==> src/rtl/fdl_pkg.sv <==
// Shared types and constants of the fractional delay line.
`timescale 1ns / 1ps

package fdl_pkg;

    // Configuration of the store
    localparam int CHANNELS   = 2;
    localparam int DEPTH_LOG2 = 16;
    localparam int DEPTH      = 1 << DEPTH_LOG2;
    localparam int CH_W       = (CHANNELS > 1) ? $clog2(CHANNELS) : 1;
    localparam int MEM_DEPTH  = CHANNELS << DEPTH_LOG2;
    localparam int ADDR_W     = $clog2(MEM_DEPTH);

    // Sample and fixed-point widths
    localparam int SAMPLE_W = 24;
    localparam int FRAC_W   = 16;
    localparam int DELAY_W  = 32;
    localparam int POS_W    = DEPTH_LOG2 + FRAC_W;
    localparam int DCMP_W   = (POS_W > DELAY_W) ? POS_W : DELAY_W;

    // Delay clamp bounds in Q16.16
    localparam logic [DCMP_W-1:0] DMIN = DCMP_W'({2'd2, 16'h0000});
    localparam logic [DCMP_W-1:0] DMAX = DCMP_W'({DEPTH_LOG2'(DEPTH - 3), 16'h0000});

    // Interpolator widths
    localparam int COEF_W = 28;
    localparam int ACC_W  = 48;
    localparam int RQ_W   = ACC_W - FRAC_W - 1;

    // Command queue
    localparam int CQ_DEPTH = 4;
    localparam int CQ_AW    = 2;

    // Function codes
    localparam logic FUNC_WRITE = 1'b0;
    localparam logic FUNC_READ  = 1'b1;

    // One command from the front end to the back end
    typedef struct packed {
        logic                  is_read;
        logic                  bad;
        logic [CH_W-1:0]       chan;
        logic [DEPTH_LOG2-1:0] idx;     // write slot or read base
        logic [FRAC_W-1:0]     frac;
        logic [SAMPLE_W-1:0]   sample;
    } t_cmd;

    // Queue status seen by the front end
    typedef struct packed {
        logic full;
        logic empty;
    } t_cq_stat;

endpackage

==> src/rtl/fdl_cmd_fifo.sv <==
// Short command queue between the front end and the back end.
`timescale 1ns / 1ps

module fdl_cmd_fifo (
    input  logic              i_clk,
    input  logic              i_rst_n,
    input  logic              i_push,
    input  fdl_pkg::t_cmd     i_cmd,
    input  logic              i_pop,
    output fdl_pkg::t_cq_stat o_stat,
    output fdl_pkg::t_cmd     o_cmd
);

    fdl_pkg::t_cmd              r_q [fdl_pkg::CQ_DEPTH];
    logic [fdl_pkg::CQ_AW-1:0]  r_wp;
    logic [fdl_pkg::CQ_AW-1:0]  r_rp;
    logic [fdl_pkg::CQ_AW:0]    r_cnt;
    logic                       do_push;
    logic                       do_pop;

    assign o_stat.full  = (r_cnt == (fdl_pkg::CQ_AW + 1)'(fdl_pkg::CQ_DEPTH));
    assign o_stat.empty = (r_cnt == '0);
    assign do_push      = i_push && !o_stat.full;
    assign do_pop       = i_pop && !o_stat.empty;
    assign o_cmd        = r_q[r_rp];

    always_ff @(posedge i_clk) begin
        if (do_push) begin
            r_q[r_wp] <= i_cmd;
        end
    end

    always_ff @(posedge i_clk) begin
        if (!i_rst_n) begin
            r_wp  <= '0;
            r_rp  <= '0;
            r_cnt <= '0;
        end else begin
            if (do_push) begin
                r_wp <= r_wp + fdl_pkg::CQ_AW'(1);
            end
            if (do_pop) begin
                r_rp <= r_rp + fdl_pkg::CQ_AW'(1);
            end
            if (do_push && !do_pop) begin
                r_cnt <= r_cnt + (fdl_pkg::CQ_AW + 1)'(1);
            end else if (do_pop && !do_push) begin
                r_cnt <= r_cnt - (fdl_pkg::CQ_AW + 1)'(1);
            end
        end
    end

endmodule

==> config.mk <==
export PLATFORM = sky130hd
export DESIGN_NAME = fdl_cmd_fifo
export DESIGN_NICKNAME = d
export VERILOG_FILES = /design/src/rtl/fdl_pkg.sv /design/src/rtl/fdl_cmd_fifo.sv
export SDC_FILE = /design/constraint.sdc
export NUM_CORES = 1
export LEC_CHECK = 0
export ABC_AREA = 1
export BUFFER_PORTS_ARGS = -buffer_cell sky130_fd_sc_hd__buf_2
export CAP_MARGIN = 20
export CELL_PAD_IN_SITES_DETAIL_PLACEMENT = 0
export CELL_PAD_IN_SITES_GLOBAL_PLACEMENT = 1
export CORE_MARGIN = 10
export CORE_UTILIZATION = 47
export DETAILED_ROUTE_END_ITERATION = 8
export PLACE_DENSITY = 0.83
export SYNTH_ARGS = -nofsm -noshare
export SYNTH_HDL_FRONTEND = slang
export SYNTH_SLANG_ARGS = --single-unit
==> constraint.sdc <==
create_clock -name i_clk -period 4.42 [get_ports i_clk]
set_clock_uncertainty 0.2 [all_clocks]
set_input_delay 0.221 -clock i_clk [delete_from_list [all_inputs] [get_ports i_clk]]
set_output_delay 0.221 -clock i_clk [all_outputs]
set_load 0.01 [all_outputs]
# Yosys cells after proc, flatten, opt, wreduce, memory -nomap -nowiden
# Memories as Yosys holds them, arrays and structs flattened. A register that Yosys moved wholly into a read port is not among the register bits.
# Index checks and enable logic that the tools add are counted.
# classes
add_sub_neg,4
eq_ne,1
n_mux,6
reduce_logical,10
# op_table
op,count
$mux 3,2
$add 2x1->2 const B,2
$logic_and 1x1->1,4
$logic_not 1->1,4
$mux 2,2
$add 3x1->3 const B,1
$eq 3x3->1 const B,1
$logic_not 3->1,1
$sub 3x1->3 const B,1
$mux 1,2
$reduce_bool 2->1,1
# totals
reg_bits,7
ram_bits,236
inputBits,63
output_inout_bits,61
elab_cells,25
n_memories,1
# mem_list
name,words,word_bits,read_ports,rd_clocked_by_memory_dff,wr,line_no,source
r_q,4,59,1,1,1,fdl_cmd_fifo.sv:14,fdl_pkg::t_cmd r_q [fdl_pkg::CQ_DEPTH];

# Longest topological paths before layout
# depth
depth_word,7
mapped_depth,13
depth_no_buf,13

# Least setup slack after synthesis
# Ideal clock, no wire load.
# synth_path
kind,flip-flop to flip-flop
startpoint,register r_cnt[0] (netlist bit)
endpoint,"memory r_q[0][0] (netlist bit), enable pin"
setup_time_ns,0.476
arrival_time_ns,3.129
required_time_ns,3.744
setup_slack_ns,0.615
stages_incl_launch_ff,5
path_buffers,0
synth_period_minus_slack_ns,3.805
path_cell_list,dfxtp_1 nor2_1 nand2_1 nand2_1 nor2_1
# synth_between
elab_chain_len,5
# synth_lines
item,line_no,source
"start, declared",fdl_cmd_fifo.sv:17,logic [fdl_pkg::CQ_AW:0] r_cnt;
"start signal, assigned",fdl_cmd_fifo.sv:46,r_cnt <= r_cnt + (fdl_pkg::CQ_AW + 1)'(1);
"start signal, assigned",fdl_cmd_fifo.sv:48,r_cnt <= r_cnt - (fdl_pkg::CQ_AW + 1)'(1);
$eq 3x3->1,fdl_cmd_fifo.sv:21,assign o_stat.full = (r_cnt == (fdl_pkg::CQ_AW + 1)'(fdl_pkg::CQ_DEPTH));
$logic_not 1->1,fdl_cmd_fifo.sv:23,assign do_push = i_push && !o_stat.full;
$logic_and 1x1->1,fdl_cmd_fifo.sv:23,
$mux 1,fdl_cmd_fifo.sv:28,if (do_push) begin
$mux 1 (implied by the code),fdl_cmd_fifo.sv:29,r_q[r_wp] <= i_cmd;
"end, declared",fdl_cmd_fifo.sv:14,
# Every way passes these cells.

==> flow_summary.json <==
{
  "outcome": "finished clean",
  "hold_end": "r_q[2][7]",
  "crit-reg2reg-launch": "r_cnt[0]",
  "hold_violations": 0,
  "worst-path-buf-inv": 2,
  "critPathSlowestCell": "dfxtp_4",
  "drt_iter0_markers": 428,
  "syn_nets": 709,
  "synth_flop_cell": "edfxtp_1",
  "cts_buffers": 25,
  "syn_area_per_cell_um2": 14.4,
  "synth_top_area_share": 0.770,
  "r2r-end": "r_q[3][45]",
  "io_buffers": 123,
  "cts_buffer_depth": 3,
  "core_um2": 19400,
  "ios": 124,
  "worstHoldPathCells": 2,
  "fmax_mhz": 341,
  "die_y_um": 160,
  "htreeDepth": 1,
  "via_per_inst": 5.25,
  "root_buffer": "clkbuf_16",
  "cellLeakagePower_nw": 4.06,
  "drtPass1Iterations": 5,
  "power_density_nw_per_um2": 550,
  "hold_path_class": "in -> reg",
  "cp-end-kind": "output port",
  "path_cells": "buf_4 -> o21ai_0 -> o22ai_1 -> buf_2",
  "syn_area_um2": 9210,
  "track_usage": 0.152,
  "drive_gt1_frac": 0.202,
  "num-fill-cells": 1568,
  "worstPathRequired_ns": 4.00,
  "yosys-top-cells-count": "edfxtp_1, nor2_1, o21ai_0",
  "wirelength_um": 20300,
  "grt_overflow": 0,
  "die_area_um2": 25600,
  "die_w_um": 160,
  "max_slew.worst_pin.slew_ns": 0.990,
  "antenna_found_initial": 1,
  "synth-seq-cells": 245,
  "layout.nets": 891,
  "post_cts_buffers": 0,
  "setup_slack_ns": 1.49,
  "clk_latency_ns": 0.50,
  "worstHoldStart": "i_cmd[7]",
  "ff2ff_path_depth": 5,
  "rsz0062_at_grt": "false",
  "yosysSeqAreaShare": 0.789,
  "slew_viol_final": 0,
  "vias": 5790,
  "grt_pass1_wl_um": 32000,
  "setup_tns_ns": 0,
  "setup.worst_path.class": "reg -> out",
  "critPathMaxFanout": 62,
  "r2r_setup_slack_ns": 1.89,
  "cts_tree": "yes",
  "antenna_left": 0,
  "area_growth_pct": 24.2,
  "finalCritPeriodShare": 0.663,
  "drc": 0,
  "start_util": 0.475,
  "syn_inst": 640,
  "arrival_ns": 2.51,
  "hpwl_um": 11400,
  "final_util": 0.589,
  "avgRoutedWirePerCell_um": 18.4,
  "cts.clk_slew.worst_paths_ns": 0.06,
  "max_stage_delay_ns": 0.72,
  "setup_violations": 0,
  "layout_min_cycle_time_ns": 2.93,
  "gp_congestion": 0.727,
  "yosys.area.top_type": "edfxtp_1",
  "start_kind": "flop",
  "ir_drop_mv": 0.304,
  "yosysWarnings": 0,
  "critical-path-top-delay-family": "buffers and inverters",
  "ys_types": 21,
  "slew_headroom": 0.338,
  "async_flop_share": 0,
  "synth_edf_count": 236,
  "synthTopCellsByArea": "edfxtp_1, o21ai_0, nor2_1, o22ai_1, dfxtp_1",
  "grt_max_degree": 119,
  "yosysMostFrequentCell": "edfxtp_1",
  "std_cell_rows": 51,
  "cap_viol_max_count": 0,
  "clkSinkCount": 245,
  "grt_pass1_vias": 6034,
  "dpl_worst_slack_ns": 1.84
}
[worst register-to-register path, cell delays in order (launching register included)]
cell     delay [ns]
dfxtp_1        0.40
nor2_1         0.08
nand2_1        0.12
nand2_1        0.26
nor2_4         0.84
buf_12         0.32
[stage by stage]
| step | total power, mW | hold WS (ns) | std cells | area, um2 |
|---|---|---|---|---|
| after floorplan | 3.86 | 0.120 | 640 | 9210 |
| after global placement | 4.39 | 0.232 | 997 | 10100 |
| after detailed placement | 4.45 | 0.239 | 997 | 10100 |
| after CTS | 6.37 | 0.253 | 1100 | 11400 |
| after global routing | 6.63 | 0.259 | 1102 | 11400 |
| final | 6.29 | 0.269 | 1102 | 11400 |
[what timing repair did]
item,CTS,global route
hold endpoints to repair,245,0
endpoints found under the setup margin,0,0
hold buffers,62,0
gates resized for setup,0,0
[layer usage]
metal,vias to the layer above,track usage,wire length (um)
met1,2849,0.191,8800
met2,174,0.265,9970
met3,24,0.0326,1280
met5,-,0,0
li1,2743,-,-
met4,0,0.0330,250
[cell families (layout without fill, tap and decap cells)]
group / count (synthesis) / after routing / share of synthesized area
DFF: 245 / 245 / 0.789
and+or+nand+nor: 152 / 152 / 0.0629
buffers and inverters: 55 / 251 / 0.0315
other: 0 / 1 / 0
xor gates and xnor gates: 1 / 1 / 0.000951
AOI/OAI and AO/OA: 181 / 181 / 0.106
adders and majority gates: 6 / 6 / 0.00897
[power breakdown]
| group | total, mW | internal [mW] | switching (mW) | leakage (nW) |
|---|---|---|---|---|
| combinational | 1.47 | 0.510 | 0.964 | 1.47 |
| sequential | 2.94 | 2.82 | 0.113 | 2.24 |
| clock | 1.88 | 1.08 | 0.799 | 0.357 |
[worst max path at each step]
stage | end | cells after the start
2_1_floorplan | r_q[0][0] | 4
3_3_place_gp | r_q[3][3] | 5
6_report | o_cmd[40] | 4
5_1_grt | o_cmd[38] | 4
3_5_place_dp | r_q[3][10] | 5
4_1_cts | o_cmd[43] | 4
[cell usage in the layout (no fill, tap or decap), types with 15 or more instances in the layout]
| cell type | netlist | final |
|---|---|---|
| buf_2 | 11 | 123 |
| clkbuf_16 | 0 | 25 |
| dlygate4sd3_1 | 0 | 62 |
| edfxtp_1 | 236 | 236 |
| inv_1 | 16 | 16 |
| nand2_1 | 15 | 15 |
| nor2_1 | 132 | 128 |
| o21ai_0 | 113 | 113 |
| o22ai_1 | 59 | 59 |
[layout make-up]
| cell class | instances | area [um2] | area share |
|---|---|---|---|
| well taps | 265 | 332 | 0.0290 |
| inverters | 18 | 72.6 | 0.00635 |
| clock buffers | 28 | 637 | 0.0557 |
| diodes | 1 | 2.50 | 0.000219 |
| flip-flops and latches | 245 | 7270 | 0.636 |
| repair buffers | 192 | 1350 | 0.118 |
| multi-input cells | 340 | 1680 | 0.147 |
| clock inverters | 13 | 85.1 | 0.00744 |
[registers in the layout, summed over array words and instances (netlist names), named ones only]
register	flops
r_q	236
r_cnt	3
r_rp	2
r_wp	2
No activity file was read; power rests on OpenSTA's default activity.
