<file path="src/rtl/fdl_pkg.sv">
// Shared types and constants of the fractional delay line.
`timescale 1ns / 1ps

package fdl_pkg;

    // Configuration of the store
    localparam int CHANNELS   = 2;
    localparam int DEPTH_LOG2 = 16;
    localparam int DEPTH      = 1 << DEPTH_LOG2;
    localparam int CH_W       = (CHANNELS > 1) ? $clog2(CHANNELS) : 1;
    localparam int MEM_DEPTH  = CHANNELS << DEPTH_LOG2;
    localparam int ADDR_W     = $clog2(MEM_DEPTH);

    // Sample and fixed-point widths
    localparam int SAMPLE_W = 24;
    localparam int FRAC_W   = 16;
    localparam int DELAY_W  = 32;
    localparam int POS_W    = DEPTH_LOG2 + FRAC_W;
    localparam int DCMP_W   = (POS_W > DELAY_W) ? POS_W : DELAY_W;

    // Delay clamp bounds in Q16.16
    localparam logic [DCMP_W-1:0] DMIN = DCMP_W'({2'd2, 16'h0000});
    localparam logic [DCMP_W-1:0] DMAX = DCMP_W'({DEPTH_LOG2'(DEPTH - 3), 16'h0000});

    // Interpolator widths
    localparam int COEF_W = 28;
    localparam int ACC_W  = 48;
    localparam int RQ_W   = ACC_W - FRAC_W - 1;

    // Command queue
    localparam int CQ_DEPTH = 4;
    localparam int CQ_AW    = 2;

    // Function codes
    localparam logic FUNC_WRITE = 1'b0;
    localparam logic FUNC_READ  = 1'b1;

    // One command from the front end to the back end
    typedef struct packed {
        logic                  is_read;
        logic                  bad;
        logic [CH_W-1:0]       chan;
        logic [DEPTH_LOG2-1:0] idx;     // write slot or read base
        logic [FRAC_W-1:0]     frac;
        logic [SAMPLE_W-1:0]   sample;
    } t_cmd;

    // Queue status seen by the front end
    typedef struct packed {
        logic full;
        logic empty;
    } t_cq_stat;

endpackage

</file>
<file path="src/rtl/fdl_front.sv">
// Front end: accepts words, tracks the write head, computes tap base and fraction.
`timescale 1ns / 1ps

module fdl_front (
    input  logic                             i_clk,
    input  logic                             i_rst_n,
    input  logic                             i_push,
    input  logic                             i_func,
    input  logic [3:0]                       i_channel,
    input  logic signed [fdl_pkg::SAMPLE_W-1:0] i_sample_in,
    input  logic                             i_end_of_frame,
    input  logic [fdl_pkg::DELAY_W-1:0]      i_delay,
    input  logic                             i_busy,
    input  fdl_pkg::t_cq_stat                i_cq_stat,
    output logic                             o_full,
    output logic                             o_cq_push,
    output fdl_pkg::t_cmd                    o_cmd
);

    logic [fdl_pkg::DEPTH_LOG2-1:0] r_head;
    logic [fdl_pkg::DEPTH_LOG2-1:0] n_head;
    logic                           accept;
    logic                           ch_ok;
    logic [fdl_pkg::DCMP_W-1:0]     d_ext;
    logic [fdl_pkg::DCMP_W-1:0]     d_clamp;
    logic [fdl_pkg::POS_W-1:0]      pos;

    assign o_full = i_busy || i_cq_stat.full;
    assign accept = i_push && !o_full;
    assign ch_ok  = i_channel < 4'(fdl_pkg::CHANNELS);

    always_comb begin
        d_ext = fdl_pkg::DCMP_W'(i_delay);
        if (d_ext < fdl_pkg::DMIN) begin
            d_clamp = fdl_pkg::DMIN;
        end else if (d_ext > fdl_pkg::DMAX) begin
            d_clamp = fdl_pkg::DMAX;
        end else begin
            d_clamp = d_ext;
        end
        // ring position, wraps modulo the depth
        pos = {r_head, 16'h0000} - d_clamp[fdl_pkg::POS_W-1:0];
    end

    always_comb begin
        o_cmd.is_read = (i_func == fdl_pkg::FUNC_READ);
        o_cmd.bad     = !ch_ok;
        o_cmd.chan    = i_channel[fdl_pkg::CH_W-1:0];
        o_cmd.idx     = (i_func == fdl_pkg::FUNC_READ) ?
                        pos[fdl_pkg::POS_W-1:fdl_pkg::FRAC_W] : r_head;
        o_cmd.frac    = pos[fdl_pkg::FRAC_W-1:0];
        o_cmd.sample  = i_sample_in;
        // bad-channel writes store nothing, so they never reach the back end
        o_cq_push     = accept && ((i_func == fdl_pkg::FUNC_READ) || ch_ok);
    end

    always_comb begin
        n_head = r_head;
        if (accept && (i_func == fdl_pkg::FUNC_WRITE) && i_end_of_frame) begin
            n_head = r_head + fdl_pkg::DEPTH_LOG2'(1);
        end
    end

    always_ff @(posedge i_clk) begin
        if (!i_rst_n) begin
            r_head <= '0;
        end else begin
            r_head <= n_head;
        end
    end

endmodule

</file>
<file path="config.mk">
export PLATFORM = sky130hd
export DESIGN_NAME = fdl_front
export DESIGN_NICKNAME = d
export VERILOG_FILES = /design/src/rtl/fdl_pkg.sv /design/src/rtl/fdl_front.sv
export SDC_FILE = /design/constraint.sdc
export NUM_CORES = 1
export LEC_CHECK = 0
export BUFFER_PORTS_ARGS = -buffer_cell sky130_fd_sc_hd__buf_2
export CAP_MARGIN = 30
export CORE_ASPECT_RATIO = 1.4
export CORE_MARGIN = 1.5
export CORE_UTILIZATION = 26
export CTS_CLUSTER_SIZE = 10
export DETAILED_ROUTE_END_ITERATION = 16
export SETUP_SLACK_MARGIN = 0.1
export SLEW_MARGIN = 20
export SYNTH_ARGS = -nofsm -noshare
export SYNTH_HDL_FRONTEND = slang
export SYNTH_SLANG_ARGS = --single-unit
export TNS_END_PERCENT = 5
</file>
<file path="constraint.sdc">
create_clock -name i_clk -period 6.5 [get_ports i_clk]
set_input_delay 1.3 -clock i_clk [delete_from_list [all_inputs] [get_ports i_clk]]
set_output_delay 1.3 -clock i_clk [all_outputs]
set_load 0.005 [all_outputs]
</file>
**Word-level counts from Yosys, hierarchy flattened**

Cells that the tools add are included.
W data, S select, Z words.

- Bitwise gates (word level): 1
- Mux-type cells: 3
- Reduce and logical (&&, ||, !) cells: 8
- Order comparisons: 3
- Add/subtract/negate cells: 2

Operators by type and width:

| operator | count |
|---|---|
| $mux W32 | 2 |
| $gt A32 B32 Y1 const B | 1 |
| $lt A32 B18 Y1 const B | 1 |
| $sub A32 B32 Y32 | 1 |
| $add A16 B1 Y16 const B | 1 |
| $mux W16 | 1 |
| $logic_and A1 B1 Y1 | 4 |
| $lt A4 B2 Y1 const B | 1 |
| $logic_not A1 Y1 | 2 |
| $logic_or A1 B1 Y1 | 2 |
| $not A1 Y1 | 1 |

- Register bits after elaboration: 16
- Output and inout bits: 61
- Input port bits: 68

**Logic depth before layout (Yosys ltp)**

Gate-level depths: netlist (run 1).

- Word-level depth: 5
- Depth in mapped cells: 12
- Gate-level depth less buffers: 11

**Least setup slack after synthesis (run 1)**

No wires, ideal clock.

- Path kind: input-to-output
- From: input port i_delay[2] (netlist bit)
- To: output port o_cmd[48] (netlist bit)
- Arrival time: 4149 ps
- Setup slack: 1051 ps
- Cell stages on the path: 12
- Buffers on the path: 2
- Cells stage by stage: nor4_2 -> nand4_2 -> or4b_4 -> a21oi_4 -> buf_6 -> nand2_1 -> ha_1 -> clkbuf_1 -> a41oi_1 -> o21bai_1 -> a2111o_1 -> o311ai_1

RTL lines:

| what | RTL line | source |
|---|---|---|
| from (decl) | fdl_front.sv:12 | `input logic [fdl_pkg::DELAY_W-1:0] i_delay,` |
| to (decl) | fdl_front.sv:17 | `output fdl_pkg::t_cmd o_cmd` |

==> results of run 1 <==
## layout make-up
type	count	area, um2
well taps	135	168.9
clock buffers	3	75.07
inverters	27	101.3
fillers	1109	6789
repair buffers	80	407.9
flip-flops and latches	16	320.3
multi-input cells	268	1929
## power by group through the flow
stage	combinational (uW)	clock, uW	sequential, uW
6_report	90.3	117	98.8
2_1_floorplan	60.0	0	101
3_3_place_gp	88.8	0	101
3_5_place_dp	90.4	0	101
5_1_grt	100	125	98.6
4_1_cts	91.0	119	98.7
## cell families (layout without fill, tap and decap cells)
group | Yosys count | count (layout) | synth area share, %
AND/OR/NAND/NOR | 135 | 135 | 31.23
AO/OA/AOI/OAI | 73 | 73 | 19.47
buffers and inverters | 64 | 110 | 13.35
XOR/XNOR | 33 | 33 | 11.13
adder cells (fa/ha/maj) | 17 | 17 | 8.193
flip-flops | 16 | 16 | 12.34
multiplexers | 10 | 10 | 4.289
## stage by stage
step	worst slack, ns	total power, uW	std cells
2_1_floorplan	1.051	160.6	348
3_3_place_gp	0.5842	189.4	526
3_5_place_dp	0.5749	191.1	526
4_1_cts	0.5734	308.6	529
5_1_grt	0.3553	324.1	529
6_report	0.5860	306.0	529
## layout by cell type (no fill, tap or decap), types with 2 or more instances in the layout
cell type / count
a2111o_1: 3
a2111oi_0: 2
a21boi_0: 4
a21o_1: 3
a21oi_1: 19
a22oi_1: 3
a31oi_1: 5
and2_1: 20
and3_1: 9
and4_1: 3
buf_2: 77
buf_4: 3
clkbuf_16: 3
dfxtp_1: 16
ha_1: 17
inv_1: 27
mux2_2: 9
nand2_1: 24
nand3_1: 16
nand3b_1: 3
nand4_1: 10
nand4b_1: 2
nor2_1: 13
nor2b_1: 6
nor3_1: 6
nor4_1: 6
nor4_2: 2
o211ai_1: 6
o21ai_0: 11
o21bai_1: 3
o311ai_1: 2
o31ai_1: 2
or2_2: 2
or3_1: 3
xnor2_1: 23
xor2_1: 10
## how the worst min path moves through the flow
stage,start,to,slack (ns),cells past startpoint
finish,r_head[9],r_head[9],0.61,2
global route,r_head[8],r_head[8],0.64,2
CTS,r_head[9],r_head[9],0.61,2
detailed placement,r_head[9],r_head[9],0.60,2
global placement,r_head[9],r_head[9],0.59,2
floorplan,r_head[1],r_head[1],0.55,2
## layer usage
layer | up-vias | GRT usage [%] | part of all wire [%]
met3 | 8 | 1.361 | 6.2
met4 | 0 | 5.258 | 1.3
met2 | 104 | 25.14 | 51
met5 | - | 0 | 0
met1 | 1241 | 14.80 | 41
li1 | 1327 | - | -
## critical path, stage by stage
cell      delay [ns]
buf_2           0.10
nand4_1         0.19
or4_4           0.60
a21oi_1         0.20
ha_1            0.32
a21oi_1         0.15
o221ai_1        0.18
a21o_1          0.23
a41oi_1         0.43
o21bai_1        0.16
a2111o_1        0.43
o311ai_1        0.12
buf_2           0.18
==> metrics, run 1 <==
outcome=finished clean; Detailed Routing Iterations Pass 1=4; final core utilization=30.67%; clk sinks=16; Area Growth Syn to Fin=15.66%; Slew @ Worst Pin=0.5318 ns; CTS H-tree depth=1; Comb power frac=29.5%; fin crit share=about nine tenths; CP startpoint=i_delay[18]; CP endpoint kind=primary output; drt wl/cell=13.99 um; CTS root buf=clkbuf_16; finished layout cell area=0.003003 mm2; Num CTS Buffers=3; Net Sw Power=86.07 uW; chip height=~120 um; synth top area cells=dfxtp_1 (12%), ha_1 (8.2%), xnor2_1 (7.8%); Setup Skew=approximately 0.0011 ns; sequential power share=32.3%; CTS resizes=0; Diodes inserted=0; Routed WL=between 7000 and 8000 um; mapped cell area=0.002596 mm2; Pleak=0.001332 uW; vias per inst=a little over 5; share of layout cells above drive strength 1=a little over a quarter; first-pass GRT wire length=11270 um; worst r2r path cells=6; RSZ-0062 raised after global routing=no; largest net degree at the start of global routing=25; Startpoint Class=input port; gr usage total=13.31%; share of synthesized flip-flops with an asynchronous set or reset=0%; post-cts hold buffer count=0; Worst IR Drop VDD=~0.062 mV; site row count=43; Hold Violations, Final=0; number of flip-flops in the largest register=16; Seq cells post-synth=16; min cycle time layout=5.914 ns; die footprint=between 0.01 and 0.015 mm2; Port Buffer Count=77; crit path DAT=4.61 ns; Slew Limit Fails=0; top cells by instance count after synthesis=inv_1 (27), buf_4 (26), nand2_1 (24), xnor2_1 (23), and2_1 (20); vias in the first global route=2468; I/O pin cnt=approximately 130; Top reg by flops=r_head; setup violators final=0; Seq/Total Area, Yosys=between 10% and 20%; hold slack final=0.6093 ns; Highest Clock Rate=169.1 MHz; Clock power frac=38.2%; reg-to-reg startpoint=r_head[1]; TNS Setup=0 ns; TritonCTS clock tree=done; synth warn=0; Internal=219.9 uW; Post-Syn Instances=348; biggest area consumer among synthesized cells=dfxtp_1; routed via count=2680; post-route ant nets=0; Crit path required time=about 5.2 ns; Initial Util=about a quarter; Final Wtd Congestion=0.8529; Max-Cap Viols=0; Post-synth top flop=dfxtp_1; cell area after placement=just under 0.003 mm2; syn_nets=433; count leader, synth=inv_1; Skew-Pair Late Insertion Delay=0.24 ns; clock-pin slew on the worst setup and hold paths=around 0.05 ns; kind of critical path=input port to primary output; clk buf depth=2; syn_area_per_cell=approximately 7.5 um2; Sw Share=28.13%; Distinct cells, synth=58; net count reported at finish=481; biggest regs=r_head: 16 flops; worst r2r dst=r_head[12]; postcts setup bufs=0; initial DRC count=123; Hold Path Class=flop to flop; initial antenna violation count=0; core area=around 0.0098 mm2; Power Dens Cells=101.9 mW/mm2; top cell type's share of synthesized area=12.34%; EDFF count, synth=0; Slew headroom=64.08%; CP endpoint=o_cmd[48]; total gr overflow=0; post-DP HPWL=6041 um; Die Span X=87.46 um; Max FO, Critical Path=6; flop2flop setup slack=4.84 ns; DRC=0
(Power assumes the default switching activity.)
==> run 2, diff against run 1 <==
--- a/config.mk
+++ b/config.mk
@@ -15,3 +15,2 @@
 export SETUP_SLACK_MARGIN = 0.1
-export SLEW_MARGIN = 20
 export SYNTH_ARGS = -nofsm -noshare
==> constraint.sdc (replaced) <==
create_clock -name i_clk -period 6.5 [get_ports i_clk]
set_input_delay 0.975 -clock i_clk [delete_from_list [all_inputs] [get_ports i_clk]]
set_output_delay 0.975 -clock i_clk [all_outputs]
set_load 0.005 [all_outputs]
==> metrics, run 2 (synthesized netlist as in run 1, its figures left out) <==
outcome=finished clean; number of flip-flops in the largest register=16; Max FO, Critical Path=18; Worst IR Drop VDD=0.05021 mV; routed via count=about 2.7k; setup violators final=0; Skew-Pair Late Insertion Delay=around 0.24 ns; Crit path required time=5.52 ns; Hold Violations, Final=0; placed insts=between 500 and 600; final core utilization=30.44%; reg-to-reg startpoint=r_head[0]; vias per inst=approximately 5.1; flop2flop setup slack=4.86 ns; DRC=0; Hold Path Class=flop to flop; fin crit share=about nine tenths; net count reported at finish=478; hold path cells=2; vias in the first global route=roughly 2.6k; Power, Total=306.4 uW; Top reg by flops=r_head; Worst path most repeated cell=buf_2; critical path, cell by cell=buf_2, nor4_2, nand4_2, or4b_4, a21oi_4, nand2_1, ha_1, a41oi_1, o21bai_1, a2111o_1, o311ai_1, buf_2; total gr overflow=0; clk sinks=16; CP endpoint kind=primary output; Top delay family on crit path=compound AO/OA/AOI/OAI gates; DR top layer=met4; Num CTS Buffers=3; Slew Limit Fails=0; CTS root buf=clkbuf_16; clk buf depth=2; FILL cells=1113; core area=0.009792 mm2; TNS Setup=0 ns; initial DRC count=74; pre-CTS setup slack=0.7852 ns; Area Growth Syn to Fin=14.80%; Startpoint Class=input port; first-pass GRT wire length=12010 um; post-route ant nets=0; routed wl met2=between 3000 and 4000 um; drt wl/cell=between 10 and 15 um; Detailed Routing Iterations Pass 1=4; met1 WL=~3200 um; min cycle time layout=roughly 5.7 ns; site row count=43; area used by multi-input combinational logic=0.001929 mm2; chip height=121.2 um; Setup WS post-layout=approximately 0.77 ns; clock-pin slew on the worst setup and hold paths=0.05 ns; crit-path max cell delay=0.55 ns; I/O pin cnt=129; worst r2r path cells=6; Post-Layout Cell Count=between 500 and 600; most frequent cells in the layout=buf_2 (77), inv_1 (27), nand2_1 (24), xnor2_1 (23), and2_1 (20); post-DP HPWL=6099 um; largest net degree at the start of global routing=25; Initial Util=between 20% and 30%; Die Span X=87.46 um; Port Buffer Count=77; Diodes inserted=0; post-cts hold buffer count=0; biggest regs=r_head: 16 flops; share of layout cells above drive strength 1=between 20% and 30%; commonest non-fill, non-tap cell in the layout=buf_2; Met3 Wirelength=roughly 420 um; die footprint=0.01060 mm2; Pleak=0.001317 uW; Slew headroom=around half; RSZ-0062 raised after global routing=no; gr usage total=14.04%; Power Dens Cells=102.8 mW/mm2; kind of critical path=input port to primary output; Final Wtd Congestion=~0.86; Max-Cap Viols=0; Critical Path Stages=12; CTS H-tree depth=1; slowest CP cell=a41oi_1; Highest Clock Rate=174.6 MHz; Slew @ Worst Pin=0.7420 ns; Setup Skew=0.001055 ns; CP Buf/Inv Count=2; CP endpoint=o_cmd[48]; worst r2r dst=r_head[14]; initial antenna violation count=0; CTS resizes=0; FF/Latch Area=320.3 um2; CP startpoint=i_delay[11]; Routed WL=roughly 7500 um; TritonCTS clock tree=done; postcts setup bufs=0; crit path DAT=4.75 ns
run 2: cell count changes in the layout (fill, tap and decap cells not counted), sizes merged:
cell / change
buf: -3
run 2: worst min-delay path by stage:
stage / slack (ns) / end / from
after floorplan: 0.55 / r_head[1] / r_head[1]
after CTS: 0.61 / r_head[9] / r_head[9]
after detailed placement: 0.60 / r_head[9] / r_head[9]
after global placement: 0.59 / r_head[9] / r_head[9]
after global routing: 0.65 / r_head[1] / r_head[1]
final: 0.62 / r_head[9] / r_head[9]
run 2: layer usage:
metal | up-vias | track usage (%)
li1 | 1323 | -
met1 | 1239 | 15.88
met5 | - | 0
met2 | 90 | 25.67
met4 | 0 | 6.151
met3 | 16 | 1.769
run 2: layout make-up:
cell class	instances	share of cell area, %
Clock buffer	3	2.519
Inverter	27	3.400
Multi-Input combinational cell	268	64.74
Sequential cell	16	10.75
Tap cell	135	5.668
Timing Repair Buffer	77	12.93
run 2: through the flow:
step / hold slack [ns] / instance area (um2)
3_5_place_dp: 0.6046 / 2905
4_1_cts: 0.6127 / 2980
3_3_place_gp: 0.5948 / 2905
2_1_floorplan: 0.5456 / 2596
6_report: 0.6161 / 2980
5_1_grt: 0.6532 / 2980
run 2: power by group:
group          switching, uW  internal (uW)  leakage, uW
clock                   36.7           80.7    0.0000370
combinational           49.8           40.5      0.00115
sequential             0.315           98.5     0.000129
run 2: worst reg2reg max path: stages (launching register included):
cell and delay [ns]:
dfxtp_1 0.46, ha_1 0.24, nand3_1 0.14, nor3_1 0.30, nand2_1 0.11, xnor2_1 0.13, and2_1 0.16
